[src/hw/rtl/rgbhsv_pkg.sv]
// Shared types and constants of the RGB to HSV converter.
`timescale 1ns / 1ps

package rgbhsv_pkg;

    localparam int CHANNEL_BITS_DEF      = 8;
    localparam int HUE_FRACTION_BITS_DEF = 6;

    localparam int HUE_W    = 15;
    localparam int SAT_W    = 8;
    localparam int BRIGHT_W = 8;

    // Hue sector width and full circle in whole degrees.
    localparam int HUE_SIXTH_DEG  = 60;
    localparam int HUE_CIRCLE_DEG = 360;

    typedef enum logic [1:0] {
        SECT_RED,
        SECT_GREEN,
        SECT_BLUE
    } sect_t;

    typedef struct packed {
        sect_t sector;
        logic  neg;
        logic  gray;
    } hsv_tag_t;

endpackage

[src/hw/rtl/rgbhsv_front.sv]
// Input stage: max, min, delta, hue sector and signed channel difference.
`timescale 1ns / 1ps

module rgbhsv_front #(
    parameter int CHANNEL_BITS = rgbhsv_pkg::CHANNEL_BITS_DEF
) (
    input  logic                       aclk,
    input  logic                       aresetn,
    input  logic                       up_valid,
    output logic                       up_ready,
    input  logic [CHANNEL_BITS-1:0]    up_red,
    input  logic [CHANNEL_BITS-1:0]    up_green,
    input  logic [CHANNEL_BITS-1:0]    up_blue,
    output logic                       dn_valid,
    input  logic                       dn_ready,
    output rgbhsv_pkg::hsv_tag_t       dn_tag,
    output logic [CHANNEL_BITS-1:0]    dn_bright,
    output logic [CHANNEL_BITS-1:0]    dn_delta,
    output logic [CHANNEL_BITS-1:0]    dn_mag
);
    import rgbhsv_pkg::*;

    logic                    valid_reg;
    hsv_tag_t                tag_reg, tag_next;
    logic [CHANNEL_BITS-1:0] bright_reg, bright_next;
    logic [CHANNEL_BITS-1:0] delta_reg, delta_next;
    logic [CHANNEL_BITS-1:0] mag_reg, mag_next;

    logic [CHANNEL_BITS-1:0] lo;
    logic [CHANNEL_BITS-1:0] op_a, op_b;
    logic [CHANNEL_BITS:0]   diff;

    assign up_ready = !valid_reg || dn_ready;

    always_comb begin
        // Red wins ties over green, green over blue.
        if (up_red >= up_green && up_red >= up_blue) begin
            tag_next.sector = SECT_RED;
            bright_next     = up_red;
        end else if (up_green >= up_blue) begin
            tag_next.sector = SECT_GREEN;
            bright_next     = up_green;
        end else begin
            tag_next.sector = SECT_BLUE;
            bright_next     = up_blue;
        end

        lo = (up_red < up_green) ? up_red : up_green;
        lo = (lo < up_blue) ? lo : up_blue;
        delta_next    = bright_next - lo;
        tag_next.gray = (delta_next == '0);

        case (tag_next.sector)
            SECT_RED: begin
                op_a = up_green;
                op_b = up_blue;
            end
            SECT_GREEN: begin
                op_a = up_blue;
                op_b = up_red;
            end
            SECT_BLUE: begin
                op_a = up_red;
                op_b = up_green;
            end
            default: begin
                op_a = '0;
                op_b = '0;
            end
        endcase

        diff         = {1'b0, op_a} - {1'b0, op_b};
        tag_next.neg = diff[CHANNEL_BITS];
        mag_next     = tag_next.neg ? CHANNEL_BITS'(-diff) : diff[CHANNEL_BITS-1:0];
    end

    always_ff @(posedge aclk) begin
        if (!aresetn) begin
            valid_reg <= 1'b0;
        end else if (up_ready) begin
            valid_reg <= up_valid;
        end
    end

    always_ff @(posedge aclk) begin
        if (up_valid && up_ready) begin
            tag_reg    <= tag_next;
            bright_reg <= bright_next;
            delta_reg  <= delta_next;
            mag_reg    <= mag_next;
        end
    end

    assign dn_valid  = valid_reg;
    assign dn_tag    = tag_reg;
    assign dn_bright = bright_reg;
    assign dn_delta  = delta_reg;
    assign dn_mag    = mag_reg;

endmodule

[src/hw/rtl/rgbhsv_cell.sv]
// One cell of the divider chain: a restoring step for saturation and for hue.
`timescale 1ns / 1ps

module rgbhsv_cell #(
    parameter int CHANNEL_BITS = rgbhsv_pkg::CHANNEL_BITS_DEF,
    parameter int STEPS        = 12
) (
    input  logic                       aclk,
    input  logic                       aresetn,
    input  logic                       up_valid,
    output logic                       up_ready,
    input  rgbhsv_pkg::hsv_tag_t       up_tag,
    input  logic [CHANNEL_BITS-1:0]    up_bright,
    input  logic [CHANNEL_BITS-1:0]    up_delta,
    input  logic [CHANNEL_BITS-1:0]    up_s_rem,
    input  logic [STEPS-1:0]           up_s_nq,
    input  logic [CHANNEL_BITS-1:0]    up_h_rem,
    input  logic [STEPS-1:0]           up_h_nq,
    output logic                       dn_valid,
    input  logic                       dn_ready,
    output rgbhsv_pkg::hsv_tag_t       dn_tag,
    output logic [CHANNEL_BITS-1:0]    dn_bright,
    output logic [CHANNEL_BITS-1:0]    dn_delta,
    output logic [CHANNEL_BITS-1:0]    dn_s_rem,
    output logic [STEPS-1:0]           dn_s_nq,
    output logic [CHANNEL_BITS-1:0]    dn_h_rem,
    output logic [STEPS-1:0]           dn_h_nq
);
    import rgbhsv_pkg::*;

    logic                    valid_reg;
    hsv_tag_t                tag_reg;
    logic [CHANNEL_BITS-1:0] bright_reg, delta_reg;
    logic [CHANNEL_BITS-1:0] s_rem_reg, s_rem_next;
    logic [STEPS-1:0]        s_nq_reg, s_nq_next;
    logic [CHANNEL_BITS-1:0] h_rem_reg, h_rem_next;
    logic [STEPS-1:0]        h_nq_reg, h_nq_next;

    logic [CHANNEL_BITS:0] s_trial, s_diff, h_trial, h_diff;
    logic                  s_ge, h_ge;

    assign up_ready = !valid_reg || dn_ready;

    // Numerator bits leave the top of nq while quotient bits enter at the bottom.
    always_comb begin
        s_trial    = {up_s_rem, up_s_nq[STEPS-1]};
        s_diff     = s_trial - {1'b0, up_bright};
        s_ge       = !s_diff[CHANNEL_BITS] || s_trial[CHANNEL_BITS];
        s_rem_next = s_ge ? s_diff[CHANNEL_BITS-1:0] : s_trial[CHANNEL_BITS-1:0];
        s_nq_next  = {up_s_nq[STEPS-2:0], s_ge};

        h_trial    = {up_h_rem, up_h_nq[STEPS-1]};
        h_diff     = h_trial - {1'b0, up_delta};
        h_ge       = !h_diff[CHANNEL_BITS] || h_trial[CHANNEL_BITS];
        h_rem_next = h_ge ? h_diff[CHANNEL_BITS-1:0] : h_trial[CHANNEL_BITS-1:0];
        h_nq_next  = {up_h_nq[STEPS-2:0], h_ge};
    end

    always_ff @(posedge aclk) begin
        if (!aresetn) begin
            valid_reg <= 1'b0;
        end else if (up_ready) begin
            valid_reg <= up_valid;
        end
    end

    always_ff @(posedge aclk) begin
        if (up_valid && up_ready) begin
            tag_reg    <= up_tag;
            bright_reg <= up_bright;
            delta_reg  <= up_delta;
            s_rem_reg  <= s_rem_next;
            s_nq_reg   <= s_nq_next;
            h_rem_reg  <= h_rem_next;
            h_nq_reg   <= h_nq_next;
        end
    end

    assign dn_valid  = valid_reg;
    assign dn_tag    = tag_reg;
    assign dn_bright = bright_reg;
    assign dn_delta  = delta_reg;
    assign dn_s_rem  = s_rem_reg;
    assign dn_s_nq   = s_nq_reg;
    assign dn_h_rem  = h_rem_reg;
    assign dn_h_nq   = h_nq_reg;

endmodule

[src/hw/rtl/rgbhsv_back.sv]
// Output stage: hue from sector and quotient, gray override, result register.
`timescale 1ns / 1ps

module rgbhsv_back #(
    parameter int CHANNEL_BITS      = rgbhsv_pkg::CHANNEL_BITS_DEF,
    parameter int HUE_FRACTION_BITS = rgbhsv_pkg::HUE_FRACTION_BITS_DEF,
    parameter int STEPS             = 12
) (
    input  logic                          aclk,
    input  logic                          aresetn,
    input  logic                          up_valid,
    output logic                          up_ready,
    input  rgbhsv_pkg::hsv_tag_t          up_tag,
    input  logic [CHANNEL_BITS-1:0]       up_bright,
    input  logic [STEPS-1:0]              up_s_q,
    input  logic [STEPS-1:0]              up_h_q,
    output logic                          m_valid,
    input  logic                          m_ready,
    output logic [rgbhsv_pkg::HUE_W-1:0]  m_hue,
    output logic [rgbhsv_pkg::SAT_W-1:0]  m_saturation,
    output logic [rgbhsv_pkg::BRIGHT_W-1:0] m_brightness
);
    import rgbhsv_pkg::*;

    localparam int HW = $clog2(HUE_CIRCLE_DEG << HUE_FRACTION_BITS);
    localparam int HX = (HW > HUE_W) ? HW : HUE_W;
    localparam int SX = (STEPS > SAT_W) ? STEPS : SAT_W;
    localparam int BX = (CHANNEL_BITS > BRIGHT_W) ? CHANNEL_BITS : BRIGHT_W;

    localparam logic [HX-1:0] HUE_CIRCLE = HX'(HUE_CIRCLE_DEG << HUE_FRACTION_BITS);
    localparam logic [HX-1:0] HUE_BASE_G = HX'((2 * HUE_SIXTH_DEG) << HUE_FRACTION_BITS);
    localparam logic [HX-1:0] HUE_BASE_B = HX'((4 * HUE_SIXTH_DEG) << HUE_FRACTION_BITS);

    logic                  valid_reg;
    logic [HUE_W-1:0]      hue_reg, hue_next;
    logic [SAT_W-1:0]      sat_reg, sat_next;
    logic [BRIGHT_W-1:0]   bright_reg, bright_next;

    logic [HX-1:0] q_x, base, hue_x;
    logic [SX-1:0] sat_x;
    logic [BX-1:0] bright_x;

    assign up_ready = !valid_reg || m_ready;

    always_comb begin
        q_x = HX'(up_h_q);
        case (up_tag.sector)
            SECT_RED:   base = '0;
            SECT_GREEN: base = HUE_BASE_G;
            SECT_BLUE:  base = HUE_BASE_B;
            default:    base = '0;
        endcase

        // A negative red-sector hue wraps around the full circle.
        if (up_tag.neg && up_tag.sector == SECT_RED && q_x != '0) begin
            hue_x = HUE_CIRCLE - q_x;
        end else if (up_tag.neg) begin
            hue_x = base - q_x;
        end else begin
            hue_x = base + q_x;
        end

        sat_x    = SX'(up_s_q);
        bright_x = BX'(up_bright);

        hue_next    = up_tag.gray ? '0 : hue_x[HUE_W-1:0];
        sat_next    = up_tag.gray ? '0 : sat_x[SAT_W-1:0];
        bright_next = bright_x[BRIGHT_W-1:0];
    end

    always_ff @(posedge aclk) begin
        if (!aresetn) begin
            valid_reg <= 1'b0;
        end else if (up_ready) begin
            valid_reg <= up_valid;
        end
    end

    always_ff @(posedge aclk) begin
        if (up_valid && up_ready) begin
            hue_reg    <= hue_next;
            sat_reg    <= sat_next;
            bright_reg <= bright_next;
        end
    end

    assign m_valid      = valid_reg;
    assign m_hue        = hue_reg;
    assign m_saturation = sat_reg;
    assign m_brightness = bright_reg;

endmodule

[src/hw/rtl/rgb_to_hsv_converter.sv]
// RGB to HSV converter: takes one pixel word per clock while the output is not
// stalled and returns hue in 1/2^HUE_FRACTION_BITS degree, saturation scaled to
// full channel range and brightness (the largest channel). STEPS is the larger
// of CHANNEL_BITS and the hue quotient width (6 + HUE_FRACTION_BITS). The pipeline
// is one input stage, a chain of STEPS divider cells that each resolve one
// quotient bit of both divisions, and one output register. Every stage holds its
// word while the next one is stalled, so a stalled output fills the chain before
// input is refused.
`timescale 1ns / 1ps

module rgb_to_hsv_converter #(
    parameter int CHANNEL_BITS      = rgbhsv_pkg::CHANNEL_BITS_DEF,
    parameter int HUE_FRACTION_BITS = rgbhsv_pkg::HUE_FRACTION_BITS_DEF
) (
    input  logic                            aclk,
    input  logic                            aresetn,
    input  logic                            s_valid,
    output logic                            s_ready,
    input  logic [CHANNEL_BITS-1:0]         s_red,
    input  logic [CHANNEL_BITS-1:0]         s_green,
    input  logic [CHANNEL_BITS-1:0]         s_blue,
    output logic                            m_valid,
    input  logic                            m_ready,
    output logic [rgbhsv_pkg::HUE_W-1:0]    m_hue,
    output logic [rgbhsv_pkg::SAT_W-1:0]    m_saturation,
    output logic [rgbhsv_pkg::BRIGHT_W-1:0] m_brightness
);
    import rgbhsv_pkg::*;

    localparam int HUE_SIXTH = HUE_SIXTH_DEG << HUE_FRACTION_BITS;
    localparam int HQ        = $clog2(HUE_SIXTH + 1);
    localparam int STEPS     = (CHANNEL_BITS > HQ) ? CHANNEL_BITS : HQ;
    localparam int NW        = CHANNEL_BITS + STEPS;

    logic                    f_valid, f_ready;
    hsv_tag_t                f_tag;
    logic [CHANNEL_BITS-1:0] f_bright, f_delta, f_mag;
    logic [NW-1:0]           sat_num, hue_num;

    logic                    c_valid [0:STEPS];
    logic                    c_ready [0:STEPS];
    hsv_tag_t                c_tag   [0:STEPS];
    logic [CHANNEL_BITS-1:0] c_bright[0:STEPS];
    logic [CHANNEL_BITS-1:0] c_delta [0:STEPS];
    logic [CHANNEL_BITS-1:0] c_s_rem [0:STEPS];
    logic [STEPS-1:0]        c_s_nq  [0:STEPS];
    logic [CHANNEL_BITS-1:0] c_h_rem [0:STEPS];
    logic [STEPS-1:0]        c_h_nq  [0:STEPS];

    rgbhsv_front #(
        .CHANNEL_BITS(CHANNEL_BITS)
    ) u_front (
        .aclk     (aclk),
        .aresetn  (aresetn),
        .up_valid (s_valid),
        .up_ready (s_ready),
        .up_red   (s_red),
        .up_green (s_green),
        .up_blue  (s_blue),
        .dn_valid (f_valid),
        .dn_ready (f_ready),
        .dn_tag   (f_tag),
        .dn_bright(f_bright),
        .dn_delta (f_delta),
        .dn_mag   (f_mag)
    );

    // Saturation divides full*delta by max; hue divides |diff|*sixth by delta.
    assign sat_num = (NW'(f_delta) << CHANNEL_BITS) - NW'(f_delta);
    assign hue_num = NW'(f_mag) * NW'(HUE_SIXTH);

    assign c_valid[0]  = f_valid;
    assign f_ready     = c_ready[0];
    assign c_tag[0]    = f_tag;
    assign c_bright[0] = f_bright;
    assign c_delta[0]  = f_delta;
    assign c_s_rem[0]  = sat_num[NW-1:STEPS];
    assign c_s_nq[0]   = sat_num[STEPS-1:0];
    assign c_h_rem[0]  = hue_num[NW-1:STEPS];
    assign c_h_nq[0]   = hue_num[STEPS-1:0];

    for (genvar i = 0; i < STEPS; i++) begin : g_cell
        rgbhsv_cell #(
            .CHANNEL_BITS(CHANNEL_BITS),
            .STEPS       (STEPS)
        ) u_cell (
            .aclk     (aclk),
            .aresetn  (aresetn),
            .up_valid (c_valid[i]),
            .up_ready (c_ready[i]),
            .up_tag   (c_tag[i]),
            .up_bright(c_bright[i]),
            .up_delta (c_delta[i]),
            .up_s_rem (c_s_rem[i]),
            .up_s_nq  (c_s_nq[i]),
            .up_h_rem (c_h_rem[i]),
            .up_h_nq  (c_h_nq[i]),
            .dn_valid (c_valid[i+1]),
            .dn_ready (c_ready[i+1]),
            .dn_tag   (c_tag[i+1]),
            .dn_bright(c_bright[i+1]),
            .dn_delta (c_delta[i+1]),
            .dn_s_rem (c_s_rem[i+1]),
            .dn_s_nq  (c_s_nq[i+1]),
            .dn_h_rem (c_h_rem[i+1]),
            .dn_h_nq  (c_h_nq[i+1])
        );
    end

    rgbhsv_back #(
        .CHANNEL_BITS     (CHANNEL_BITS),
        .HUE_FRACTION_BITS(HUE_FRACTION_BITS),
        .STEPS            (STEPS)
    ) u_back (
        .aclk        (aclk),
        .aresetn     (aresetn),
        .up_valid    (c_valid[STEPS]),
        .up_ready    (c_ready[STEPS]),
        .up_tag      (c_tag[STEPS]),
        .up_bright   (c_bright[STEPS]),
        .up_s_q      (c_s_nq[STEPS]),
        .up_h_q      (c_h_nq[STEPS]),
        .m_valid     (m_valid),
        .m_ready     (m_ready),
        .m_hue       (m_hue),
        .m_saturation(m_saturation),
        .m_brightness(m_brightness)
    );

endmodule

[config.mk]
export PLATFORM = sky130hd
export DESIGN_NAME = rgb_to_hsv_converter
export DESIGN_NICKNAME = d
export VERILOG_FILES = /design/src/hw/rtl/rgbhsv_pkg.sv /design/src/hw/rtl/rgbhsv_front.sv /design/src/hw/rtl/rgbhsv_cell.sv /design/src/hw/rtl/rgbhsv_back.sv /design/src/hw/rtl/rgb_to_hsv_converter.sv
export SDC_FILE = /design/constraint.sdc
export NUM_CORES = 1
export LEC_CHECK = 0
export ABC_AREA = 0
export BUFFER_PORTS_ARGS = -buffer_cell sky130_fd_sc_hd__buf_4
export CORE_MARGIN = 1
export CORE_UTILIZATION = 50
export DETAILED_ROUTE_END_ITERATION = 8
export PLACE_DENSITY = 0.77
export SYNTH_ARGS = -nofsm -noshare
export SYNTH_HDL_FRONTEND = slang
export SYNTH_HIERARCHICAL = 1
export SYNTH_SLANG_ARGS = --single-unit
export TNS_END_PERCENT = 1
[constraint.sdc]
create_clock -name aclk -period 15.8 [get_ports aclk]
set_input_delay 1.58 -clock aclk [delete_from_list [all_inputs] [get_ports aclk]]
set_output_delay 1.58 -clock aclk [all_outputs]
set_load 0.01 [all_outputs]
==> metrics <==
final WL=between 60000 and 70000 µm; synthesized area=37840 µm²; Die Y=approximately 280 µm; Post-DP HPWL=43560 µm; placed inst area=39560 µm²; clock sinks=slightly above 700; vias post-DR=22486; worst-path maximum fanout=14; P&R area growth vs syn=10.81%; Final setup violation count=0; Core Footprint=74700 µm²; placed cells=4005; hold path depth=0; Synth Instances=just under 3000; H-Tree Depth=3; clk slew on worst S/H paths=0.06 ns; TritonCTS clock tree=done; Starting Density=50.65%; Post-CTS Hold Buffers=0; CP Data Required Time=16.16 ns; end of the worst hold path=g_cell[8].u_cell/dn_tag[0]$_DFFE_PP_; Root Driver=clkbuf_16; Max-Cap Viols=0; RSZ-0062 raised after global routing=no; Vias/cell=5.429; post-CTS setup buffer count=0; largest net degree at the start of global routing=60; crit path DAT=6.93 ns; TritonRoute pass-1 iters=5; P per Cell Area=between 150 and 200 nW/µm²; Fin. Hold Viols=0; Initial DRC Count=962; initial antenna violation count=0; non-filler cells, final=4142; post-cts resize count=0; Core Rows=100; Post-DRT Antenna Nets=0; Pleak=16.10 nW; count of final max-slew check failures=0; CTS buffer count=76; Final period util=41.60%; Max VDD drop=between 0.2 and 0.3 mV; r2r startpoint=u_front/dn_mag[5]$_DFFE_PP_; Hold Crit Class=reg -> reg; clock skew after layout=0.01585 ns; Least-Margin Pin Slew=1.087 ns; IO Port Bufs=60; clock tree buffer depth=3; Max Clk Rate=152.2 MHz; crit path launch=s_green[1]; Ant. Diodes=0; Final TNS setup=0 ns; fraction of layout cells with a size suffix above 1=a little over an eighth; Ys Warns=6; gr usage total=15.94%; CP Launch Type=input pin; status=complete, no violations; slew margin rel.=26.57%; die width=approximately 280 µm; routed len/inst=14.84 µm; hold_sp=g_cell[7].u_cell/dn_tag[0]$_DFFE_PP_; clock latency at the later pin of the worst-skew pair=0.61 ns; cell area after layout=41930 µm²; Remaining DRCs=0; most common cell after layout, fill and taps aside=edfxtp_1; vias in the first global route=22466; Die Area=76780 µm²; GRT Residual Overflow=0; Register-to-Register Path Depth=14; most frequent cells in the layout=713 x edfxtp_1, 366 x inv_1, 262 x ha_1, 195 x nor2_1, 142 x a21oi_1; flop-to-flop setup slack=11.02 ns; Nets=3443; r2r endpoint=g_cell[0].u_cell/dn_h_rem[4]$_DFFE_PP_; Worst Setup Path Type=in -> reg; Final min period=between 6 and 7 ns; first-pass GRT wire length=102900 µm; Setup crit end kind=register; Avg Synthesized Cell Area=roughly 13 µm²; global placer's final weighted congestion=roughly 0.9; # IOs=61
## area by class of cell
| class | instances | area (µm²) |
|---|---|---|
| Fill cell | 5788 | 32770 |
| Sequential cell | 727 | 21690 |
| Multi-Input combinational cell | 1867 | 14710 |
| Clock buffer | 97 | 2054 |
| Inverter | 366 | 1374 |
| Tap cell | 969 | 1212 |
| Timing Repair Buffer | 76 | 570.5 |
| Clock inverter | 40 | 314.1 |
## where the power goes
part | leakage (nW) | internal, W | switching (W)
Sequential | 6.58 | 0.00230 | 0.0000615
Clock | 1.15 | 0.000974 | 0.000708
Combinational | 8.37 | 0.00121 | 0.00139
Total | 16.1 | 0.00448 | 0.00216
## flip-flops by register name (all words and copies together) (netlist names), 4 cells and up
signal                   cells
g_cell.u_cell/dn_h_nq      144
g_cell.u_cell/dn_s_nq      102
g_cell.u_cell/dn_bright     96
g_cell.u_cell/dn_delta      88
g_cell.u_cell/dn_h_rem      88
g_cell.u_cell/dn_s_rem      88
g_cell.u_cell/dn_tag        48
u_back/m_hue                15
g_cell.u_cell/dn_valid      12
u_back/m_brightness          8
u_back/m_saturation          8
u_front/dn_bright            8
u_front/dn_delta             8
u_front/dn_mag               8
u_front/dn_tag               4
## critical path: stages
cell and delay (ns):
buf_4 0.13, inv_1 0.09, ha_1 0.24, nor2b_1 0.13
o211ai_1 0.20, a21oi_2 0.11, nor2_1 0.62, o21ai_0 0.24
ha_1 0.34, a211o_1 0.31, a21oi_2 0.18, o2111ai_1 0.18
nand3_1 0.35, mux2i_1 0.37, ha_1 0.30, a21oi_1 0.15
o21bai_1 0.13, a311oi_1 0.47, o211ai_1 0.16, mux2_4 0.29
a21o_1 0.19, and2_1 0.15
## worst max path at each step
stage / end / slack, ns / cells after the start
4_1_cts: u_front/dn_delta[7]$_DFFE_PP_ / 9.25 / 22
3_3_place_gp: u_front/dn_delta[7]$_DFFE_PP_ / 8.65 / 22
6_report: u_front/dn_delta[7]$_DFFE_PP_ / 9.23 / 22
2_1_floorplan: u_front/dn_delta[7]$_DFFE_PP_ / 9.52 / 23
5_1_grt: u_front/dn_delta[7]$_DFFE_PP_ / 8.75 / 22
3_5_place_dp: u_front/dn_delta[7]$_DFFE_PP_ / 8.63 / 22
## per-stage QoR
stage	total power, W	setup slack (ns)	hold WS (ns)	utilization (%)
after floorplan	0.004492	9.522	0.4003	-
after global placement	0.004890	8.649	0.4003	52.96
after detailed placement	0.004985	8.630	0.4045	52.96
after CTS	0.006701	9.248	0.4085	56.13
after global routing	0.007069	8.753	0.4171	56.13
final	0.006644	9.228	0.4101	56.13
## layer usage
layer  GRT usage [%]  routed length [µm]  vias to the layer above
met1           17.73               25170                    10713
met4           5.484                1408                        0
met3           2.598                2238                      114
met5               0                   0                        -
li1                -                   -                    11240
met2           30.47               32670                      419
(Power assumes the default switching activity.)
